### src/rtl/core/dba_pkg.sv
// Shared types, status codes and register indexes for the datagram budget block.
`timescale 1ns / 1ps
`default_nettype none

package dba_pkg;

  // Default counter widths
  localparam int COUNT_BITS_DEF = 32;
  localparam int BYTE_BITS_DEF  = 48;

  // Field and register widths of the ports
  localparam int LEN_W      = 16;
  localparam int CNT_PORT_W = 32;
  localparam int BYT_PORT_W = 48;
  localparam int CFG_IDX_W  = 3;
  localparam int CFG_DATA_W = 48;

  // Result status codes
  typedef enum logic [2:0] {
    ST_OK       = 3'd0,
    ST_PAYLOAD  = 3'd1,
    ST_DATAGRAM = 3'd2,
    ST_RAW      = 3'd3,
    ST_CLIENT   = 3'd4,
    ST_SERVER   = 3'd5,
    ST_EMIT     = 3'd6
  } status_t;

  // Configuration register indexes
  localparam logic [CFG_IDX_W-1:0] REG_MAX_PAYLOAD = 3'd0;
  localparam logic [CFG_IDX_W-1:0] REG_MAX_DGRAMS  = 3'd1;
  localparam logic [CFG_IDX_W-1:0] REG_MAX_RAW     = 3'd2;
  localparam logic [CFG_IDX_W-1:0] REG_MAX_CLIENT  = 3'd3;
  localparam logic [CFG_IDX_W-1:0] REG_MAX_SERVER  = 3'd4;

  // Item commands
  localparam logic CMD_OBSERVE = 1'b0;
  localparam logic CMD_EMIT    = 1'b1;

  // One input beat
  typedef struct packed {
    logic             cmd;
    logic             toward_client;
    logic [LEN_W-1:0] payload_len;
  } item_t;

  // Budget limits as programmed
  typedef struct packed {
    logic [LEN_W-1:0]      max_payload;
    logic [CNT_PORT_W-1:0] max_datagrams;
    logic [BYT_PORT_W-1:0] max_raw_bytes;
    logic [CNT_PORT_W-1:0] max_client_packets;
    logic [CNT_PORT_W-1:0] max_server_packets;
  } limits_t;

endpackage

`default_nettype wire

### src/rtl/core/dba_ledger.sv
// Budget counters with the admission and emission checks for one item.
`timescale 1ns / 1ps
`default_nettype none

module dba_ledger #(
  parameter int COUNT_BITS = dba_pkg::COUNT_BITS_DEF,
  parameter int BYTE_BITS  = dba_pkg::BYTE_BITS_DEF
) (
  input  wire logic                  clk,
  input  wire logic                  rst,
  input  wire logic                  step,
  input  wire dba_pkg::item_t        item,
  input  wire dba_pkg::limits_t      lim,
  output dba_pkg::status_t           status,
  output logic [COUNT_BITS-1:0]      seen_cnt_next,
  output logic [BYTE_BITS-1:0]       seen_bytes_next,
  output logic [COUNT_BITS-1:0]      client_cnt_next,
  output logic [COUNT_BITS-1:0]      server_cnt_next,
  output logic [COUNT_BITS-1:0]      sent_cnt_next,
  output logic [BYTE_BITS-1:0]       sent_bytes_next
);

  localparam int CMP_W = 65;

  logic [COUNT_BITS-1:0] observed_count;
  logic [BYTE_BITS-1:0]  observed_bytes;
  logic [COUNT_BITS-1:0] client_total;
  logic [COUNT_BITS-1:0] server_total;
  logic [COUNT_BITS-1:0] emitted_count;
  logic [BYTE_BITS-1:0]  emitted_total_bytes;

  logic [BYTE_BITS:0] raw_sum;
  logic [BYTE_BITS:0] emit_sum;
  logic payload_fail, dgram_fail, raw_fail, client_fail, server_fail, emit_fail;
  logic obs_ok, emit_ok;

  // Sums carry one extra bit so the top of the counter shows as a carry
  assign raw_sum  = (BYTE_BITS+1)'(observed_bytes) + (BYTE_BITS+1)'(item.payload_len);
  assign emit_sum = (BYTE_BITS+1)'(emitted_total_bytes) + (BYTE_BITS+1)'(item.payload_len);

  // Limits are capped at the counter top: a full counter fails its check too
  assign payload_fail = item.payload_len > lim.max_payload;
  assign dgram_fail   = (CMP_W'(observed_count) >= CMP_W'(lim.max_datagrams))
                        || (&observed_count);
  assign raw_fail     = (CMP_W'(raw_sum) > CMP_W'(lim.max_raw_bytes)) || raw_sum[BYTE_BITS];
  assign client_fail  = !item.toward_client
                        && ((CMP_W'(client_total) >= CMP_W'(lim.max_client_packets))
                            || (&client_total));
  assign server_fail  = item.toward_client
                        && ((CMP_W'(server_total) >= CMP_W'(lim.max_server_packets))
                            || (&server_total));
  assign emit_fail    = (&emitted_count) || emit_sum[BYTE_BITS];

  // Pick the first failing check
  always_comb begin
    if (item.cmd == dba_pkg::CMD_EMIT) begin
      status = emit_fail ? dba_pkg::ST_EMIT : dba_pkg::ST_OK;
    end else if (payload_fail) begin
      status = dba_pkg::ST_PAYLOAD;
    end else if (dgram_fail) begin
      status = dba_pkg::ST_DATAGRAM;
    end else if (raw_fail) begin
      status = dba_pkg::ST_RAW;
    end else if (client_fail) begin
      status = dba_pkg::ST_CLIENT;
    end else if (server_fail) begin
      status = dba_pkg::ST_SERVER;
    end else begin
      status = dba_pkg::ST_OK;
    end
  end

  assign obs_ok  = (item.cmd == dba_pkg::CMD_OBSERVE) && (status == dba_pkg::ST_OK);
  assign emit_ok = (item.cmd == dba_pkg::CMD_EMIT) && (status == dba_pkg::ST_OK);

  // Counter values after this item
  always_comb begin
    seen_cnt_next   = observed_count;
    seen_bytes_next = observed_bytes;
    client_cnt_next = client_total;
    server_cnt_next = server_total;
    sent_cnt_next   = emitted_count;
    sent_bytes_next = emitted_total_bytes;
    if (obs_ok) begin
      seen_cnt_next   = observed_count + COUNT_BITS'(1);
      seen_bytes_next = raw_sum[BYTE_BITS-1:0];
      if (item.toward_client) begin
        server_cnt_next = server_total + COUNT_BITS'(1);
      end else begin
        client_cnt_next = client_total + COUNT_BITS'(1);
      end
    end
    if (emit_ok) begin
      sent_cnt_next   = emitted_count + COUNT_BITS'(1);
      sent_bytes_next = emit_sum[BYTE_BITS-1:0];
    end
  end

  // Commit the counters when the item moves on
  always_ff @(posedge clk) begin
    if (rst) begin
      observed_count      <= '0;
      observed_bytes      <= '0;
      client_total        <= '0;
      server_total        <= '0;
      emitted_count       <= '0;
      emitted_total_bytes <= '0;
    end else if (step) begin
      observed_count      <= seen_cnt_next;
      observed_bytes      <= seen_bytes_next;
      client_total        <= client_cnt_next;
      server_total        <= server_cnt_next;
      emitted_count       <= sent_cnt_next;
      emitted_total_bytes <= sent_bytes_next;
    end
  end

endmodule

`default_nettype wire

### src/rtl/core/datagram_budget_admission.sv
// Top level of the datagram budget admission block.
`timescale 1ns / 1ps
`default_nettype none

// Checks each datagram beat against packet and byte budgets and keeps the
// observed, per-direction and emitted counters. The block takes one beat per
// clock cycle unless the result side stalls it; a beat passes the input
// register, then the result register. Counters commit as each beat moves
// on, so each beat sees every earlier beat's effect. Result back-pressure
// stalls intake only once both the input and result registers are full.
// The user must write limit registers through cfg_write/cfg_index/cfg_data
// only while no beat is in flight; the block itself does not enforce this.
// Indexes past the last register are ignored. All limits reset to all ones.
module datagram_budget_admission #(
  parameter int COUNT_BITS = dba_pkg::COUNT_BITS_DEF,
  parameter int BYTE_BITS  = dba_pkg::BYTE_BITS_DEF
) (
  input  wire logic                             clk,
  input  wire logic                             rst,
  // Input channel
  input  wire logic                             in_valid,
  output logic                                  in_ready,
  input  wire logic                             cmd,
  input  wire logic                             toward_client,
  input  wire logic [dba_pkg::LEN_W-1:0]        payload_len,
  // Result channel
  output logic                                  out_valid,
  input  wire logic                             out_ready,
  output logic [2:0]                            status,
  output logic [dba_pkg::CNT_PORT_W-1:0]        seen_datagrams,
  output logic [dba_pkg::BYT_PORT_W-1:0]        seen_bytes,
  output logic [dba_pkg::CNT_PORT_W-1:0]        client_count,
  output logic [dba_pkg::CNT_PORT_W-1:0]        server_count,
  output logic [dba_pkg::CNT_PORT_W-1:0]        sent_datagrams,
  output logic [dba_pkg::BYT_PORT_W-1:0]        sent_bytes,
  // Configuration port
  input  wire logic                             cfg_write,
  input  wire logic [dba_pkg::CFG_IDX_W-1:0]    cfg_index,
  input  wire logic [dba_pkg::CFG_DATA_W-1:0]   cfg_data
);

  localparam int EXT_W = 64;

  dba_pkg::limits_t lim;
  dba_pkg::item_t   s1_item;
  logic             s1_valid;
  logic             advance;

  dba_pkg::status_t      led_status;
  logic [COUNT_BITS-1:0] seen_cnt_next, client_cnt_next, server_cnt_next, sent_cnt_next;
  logic [BYTE_BITS-1:0]  seen_bytes_next, sent_bytes_next;
  logic [EXT_W-1:0]      seen_cnt_ext, client_cnt_ext, server_cnt_ext, sent_cnt_ext;
  logic [EXT_W-1:0]      seen_bytes_ext, sent_bytes_ext;

  // Limit registers
  always_ff @(posedge clk) begin
    if (rst) begin
      lim.max_payload        <= '1;
      lim.max_datagrams      <= '1;
      lim.max_raw_bytes      <= '1;
      lim.max_client_packets <= '1;
      lim.max_server_packets <= '1;
    end else if (cfg_write) begin
      case (cfg_index)
        dba_pkg::REG_MAX_PAYLOAD: lim.max_payload <= cfg_data[dba_pkg::LEN_W-1:0];
        dba_pkg::REG_MAX_DGRAMS:  lim.max_datagrams <= cfg_data[dba_pkg::CNT_PORT_W-1:0];
        dba_pkg::REG_MAX_RAW:     lim.max_raw_bytes <= cfg_data[dba_pkg::BYT_PORT_W-1:0];
        dba_pkg::REG_MAX_CLIENT:  lim.max_client_packets <= cfg_data[dba_pkg::CNT_PORT_W-1:0];
        dba_pkg::REG_MAX_SERVER:  lim.max_server_packets <= cfg_data[dba_pkg::CNT_PORT_W-1:0];
        default: ;
      endcase
    end
  end

  // Move the held beat forward when the result register is free or draining
  assign advance  = s1_valid && (!out_valid || out_ready);
  assign in_ready = !s1_valid || advance;

  // Input register
  always_ff @(posedge clk) begin
    if (rst) begin
      s1_valid <= 1'b0;
    end else if (in_ready) begin
      s1_valid <= in_valid;
    end
  end

  always_ff @(posedge clk) begin
    if (in_valid && in_ready) begin
      s1_item.cmd           <= cmd;
      s1_item.toward_client <= toward_client;
      s1_item.payload_len   <= payload_len;
    end
  end

  dba_ledger #(
    .COUNT_BITS (COUNT_BITS),
    .BYTE_BITS  (BYTE_BITS)
  ) u_ledger (
    .clk             (clk),
    .rst             (rst),
    .step            (advance),
    .item            (s1_item),
    .lim             (lim),
    .status          (led_status),
    .seen_cnt_next   (seen_cnt_next),
    .seen_bytes_next (seen_bytes_next),
    .client_cnt_next (client_cnt_next),
    .server_cnt_next (server_cnt_next),
    .sent_cnt_next   (sent_cnt_next),
    .sent_bytes_next (sent_bytes_next)
  );

  // Fit the counters to the port widths
  assign seen_cnt_ext   = EXT_W'(seen_cnt_next);
  assign client_cnt_ext = EXT_W'(client_cnt_next);
  assign server_cnt_ext = EXT_W'(server_cnt_next);
  assign sent_cnt_ext   = EXT_W'(sent_cnt_next);
  assign seen_bytes_ext = EXT_W'(seen_bytes_next);
  assign sent_bytes_ext = EXT_W'(sent_bytes_next);

  // Result register
  always_ff @(posedge clk) begin
    if (rst) begin
      out_valid <= 1'b0;
    end else if (advance) begin
      out_valid <= 1'b1;
    end else if (out_ready) begin
      out_valid <= 1'b0;
    end
  end

  always_ff @(posedge clk) begin
    if (advance) begin
      status         <= led_status;
      seen_datagrams <= seen_cnt_ext[dba_pkg::CNT_PORT_W-1:0];
      seen_bytes     <= seen_bytes_ext[dba_pkg::BYT_PORT_W-1:0];
      client_count   <= client_cnt_ext[dba_pkg::CNT_PORT_W-1:0];
      server_count   <= server_cnt_ext[dba_pkg::CNT_PORT_W-1:0];
      sent_datagrams <= sent_cnt_ext[dba_pkg::CNT_PORT_W-1:0];
      sent_bytes     <= sent_bytes_ext[dba_pkg::BYT_PORT_W-1:0];
    end
  end

endmodule

`default_nettype wire

### config.mk
export PLATFORM = sky130hd
export DESIGN_NAME = datagram_budget_admission
export DESIGN_NICKNAME = d
export VERILOG_FILES = /design/src/rtl/core/dba_pkg.sv /design/src/rtl/core/dba_ledger.sv /design/src/rtl/core/datagram_budget_admission.sv
export SDC_FILE = /design/constraint.sdc
export NUM_CORES = 2
export LEC_CHECK = 0
export BUFFER_PORTS_ARGS = -buffer_cell sky130_fd_sc_hd__buf_2
export CAP_MARGIN = 20
export CORE_MARGIN = 2
export CORE_UTILIZATION = 47
export CTS_CLUSTER_SIZE = 28
export DETAILED_ROUTE_END_ITERATION = 8
export PLACE_DENSITY_LB_ADDON = 0.25
export SYNTH_ARGS = -nofsm -noshare
export SYNTH_HDL_FRONTEND = slang
export SYNTH_SLANG_ARGS = --single-unit
### constraint.sdc
create_clock -name clk -period 9.99 [get_ports clk]
set_clock_uncertainty 0.2 [all_clocks]
set_input_delay 0.999 -clock clk [delete_from_list [all_inputs] [get_ports clk]]
set_output_delay 0.999 -clock clk [all_outputs]
set_load 0.005 [all_outputs]
==> run_results.csv <==
group,metric,value,unit
clock_network,tritoncts,"done",
final_layout,diodes,0,
synthesis,synth_cells,3438,
worst_hold_path,min_path_cells,2,
floorplan,ios,303,
synthesis,yosysWarnings,0,
final_layout,fin_nets,3932,
synthesis,yosysUniqueCellTypes,78,
placement,gp_congestion,0.869,
critical_path,worstSetupPathType,"reg2reg",
final_layout,drive_gt1_share,13.6,%
detailed_routing,route.detailed.drc,0,
critical_path,crit_path_end_kind,"register",
floorplan,coreArea,0.0675,mm2
critical_path,arrival,8.04,ns
synthesis,yosys-top-cells-area,"dfxtp_1, edfxtp_1, ha_1, nand2_1, xor2_1",
global_route,grt_usage,25.3,%
pwr,ir_worst_vdd,0.000119,V
synthesis,syn_nets,3710,
worst_hold_path,worstHoldStart,"lim[32]",
placement,place_inst,4461,
sta,slew_violations,0,
synthesis,synth.avg_cell_area,9.36,um2
sta,fin_crit,7.73,ns
sta,max_freq,129,MHz
critical_path,start_kind,"register",
clock_network,clock_path_buffers,3,
global_route,overflow,0,
synthesis,syn_area,0.0322,mm2
sta,period_share,77.4,%
critical_path,cp_top_family,"simple AND/OR/NAND/NOR gates",
clock_network,cts.repair.resized,0,
global_route,grt_pass1_wl,139000,um
final_layout,area_growth,14.3,%
final_layout,fin_cells,4589,
pwr,power,5.96,mW
detailed_routing,drt-pass1-iter-count,7,
floorplan,die_area,0.0706,mm2
detailed_routing,first_iter_violations,2101,
synthesis,synth_ff_type,"dfxtp_1",
synthesis,seq_area_frac_synth,46.9,%
sta,setup_tns,0,ns
detailed_routing,wl,91000,um
pwr,power_density,162,mW/mm2
flow_run,max-cap-violations,0,
sta,setup_viol,0,
critical_path,crit_fanout,78,
worst_hold_path,hp-class,"reg2reg",
critical_path,worst_r2r_startpoint,"s1_item[3]",
floorplan,die_y,266,um
sta,hold_ws,0.280,ns
clock_network,cts_max_level,3,
synthesis,async_flop_share,0,%
detailed_routing,vias,25800,
floorplan,rows,95,
pwr,power_leakage,15.9,nW
sta,grt_setup_unrepaired,"false",
synthesis,synth_seq_cells,631,
global_route,grt_pass1_vias,24100,
critical_path,cpMaxStageDelayCell,"or4_4",
clock_network,cts.sinks,631,
detailed_routing,avgRoutedWirePerCell,19.8,um
placement,portBuffers,302,
global_route,antenna_found_initial,3,
critical_path,critical_path_buf_inv_count,1,
critical_path,r2r-end,"u_ledger.observed_count[26]",
floorplan,initial_core_util,47.7,%
detailed_routing,viasPerCell,5.61,
critical_path,r2r_setup_slack,2.26,ns
clock_network,clkTransAtPathRegs,0.06,ns
sta,hold_viol,0,
clock_network,ctsHoldBuffers,0,
final_layout,final_cell_mix,"nand2_1, dfxtp_1, buf_2",
critical_path,cp.required,10.30,ns
synthesis,yosys.area.top_type_share,24.0,%
floorplan,chipWidth,266,um
final_layout,final_common_cell,"nand2_1",
sta,slew_headroom,24.5,%
worst_hold_path,min_to,"lim[32]",
clock_network,cts_buffers,69,
critical_path,cp_cell_sequence,"ha_1, o211ai_1, o211ai_1, nand4_1, and3_1, nor4_1, nand3_1, or3_1, xnor2_1, ha_1, o21a_1, a21oi_1, o21ai_0, a221oi_1, a31oi_1, a21oi_2, a21boi_0, or4_4, buf_4, nor4_1, mux2_1",
detailed_routing,detail-route-antenna-nets,0,
synthesis,synth-edff-count,245,
synthesis,yosys.area.top_type,"dfxtp_1",
outcome,status,"complete, no violations",
global_route,grt_max_degree,96,
critical_path,r2r_cells,21,
clock_network,clkLatencyLatePin,0.62,ns
clock_network,post_cts_buffers,0,
critical_path,crit_path_max_incr_delay,0.90,ns
placement,dpl.hpwl,64700,um
clock_network,cts_root_buffer,"clkbuf_16",
sta,worst_pin_slew,1.13,ns
## tightest hold or removal path, delay by kind of cell, from the launching register on
| family | cells | cell delay (ns) |
|---|---|---|
| AND/OR/NAND/NOR | 2 | 0.12 |
| flip-flops | 1 | 0.33 |
## cell usage after synthesis (17+ instances only)
cell type / number
nand2_1: 387
dfxtp_1: 386
nor2_1: 291
edfxtp_1: 245
a21oi_1: 201
ha_1: 196
inv_1: 193
o211ai_1: 153
xor2_1: 153
o21ai_0: 148
clkbuf_1: 137
xnor2_1: 137
nand3_1: 124
or3_1: 113
nor3_1: 87
nand4_1: 78
and3_1: 41
mux2_2: 30
a21o_1: 29
nor4_1: 24
nor2b_1: 23
mux2i_1: 21
o31ai_1: 20
or4_1: 20
o21a_1: 18
buf_1: 17
buf_2: 17
## flip-flops by register name, indices dropped and copies added, names as in the netlist, 3 cells and up
signal	flops
sent_bytes	48
seen_datagrams	32
u_ledger.observed_bytes	48
u_ledger.emitted_count	32
u_ledger.client_total	32
seen_bytes	48
sent_datagrams	32
s1_item	18
lim	160
u_ledger.server_total	32
client_count	32
status	3
server_count	32
u_ledger.emitted_total_bytes	48
u_ledger.observed_count	32
## power by group
part	leakage [nW]	total, mW	switching (mW)	internal, mW
registers	5.35	2.79	0.0367	2.76
logic	9.38	0.429	0.290	0.139
clock network	1.21	2.74	1.09	1.65
total	15.9	5.96	1.41	4.55
## kinds of logic (layout without fill, tap and decap cells)
| family | Yosys count | after routing | synth area share (%) |
|---|---|---|---|
| and+or+nand+nor | 1253 | 1253 | 18.6 |
| AOI/OAI and AO/OA | 642 | 642 | 12.6 |
| DFF | 631 | 631 | 46.9 |
| buffers and inverters | 370 | 648 | 4.47 |
| xor gates and xnor gates | 290 | 290 | 7.89 |
| adders and majority gates | 198 | 198 | 7.74 |
| muxes | 54 | 54 | 1.81 |
## per-layer routing
layer	vias to the layer above	GRT usage, %	wire length (um)
li1	12600	-	-
met1	12300	33.6	39200
met2	713	42.4	43500
met3	148	4.02	5680
met4	0	8.29	2720
met5	-	0	0
## stage by stage
stage,setup slack [ns],cell area (um2),util (%)
6_report,2.26,36800,54.5
5_1_grt,1.65,36800,54.5
4_1_cts,2.39,36800,54.5
3_5_place_dp,2.40,34300,50.8
3_3_place_gp,2.47,34300,50.8
2_1_floorplan,1.15,32200,-
## cell type report
type	instances	area, um2
flip-flops and latches	631	15100
clock inverters	28	359
clock buffers	99	2100
fillers	6072	30700
multi-input cells	2437	15700
inverters	195	742
well taps	873	1090
repair buffers	326	1710
## worst max-delay path by stage
stage / slack, ns / cells past startpoint / end / from
floorplan: 1.15 / 5 / client_count[0] / out_ready
global placement: 2.47 / 21 / u_ledger.observed_count[26] / s1_item[3]
detailed placement: 2.40 / 21 / u_ledger.observed_count[26] / s1_item[5]
CTS: 2.39 / 21 / u_ledger.observed_count[26] / s1_item[5]
global route: 1.65 / 21 / u_ledger.observed_count[26] / s1_item[5]
finish: 2.26 / 21 / u_ledger.observed_count[26] / s1_item[3]
Power figures use the tool's default switching activity.
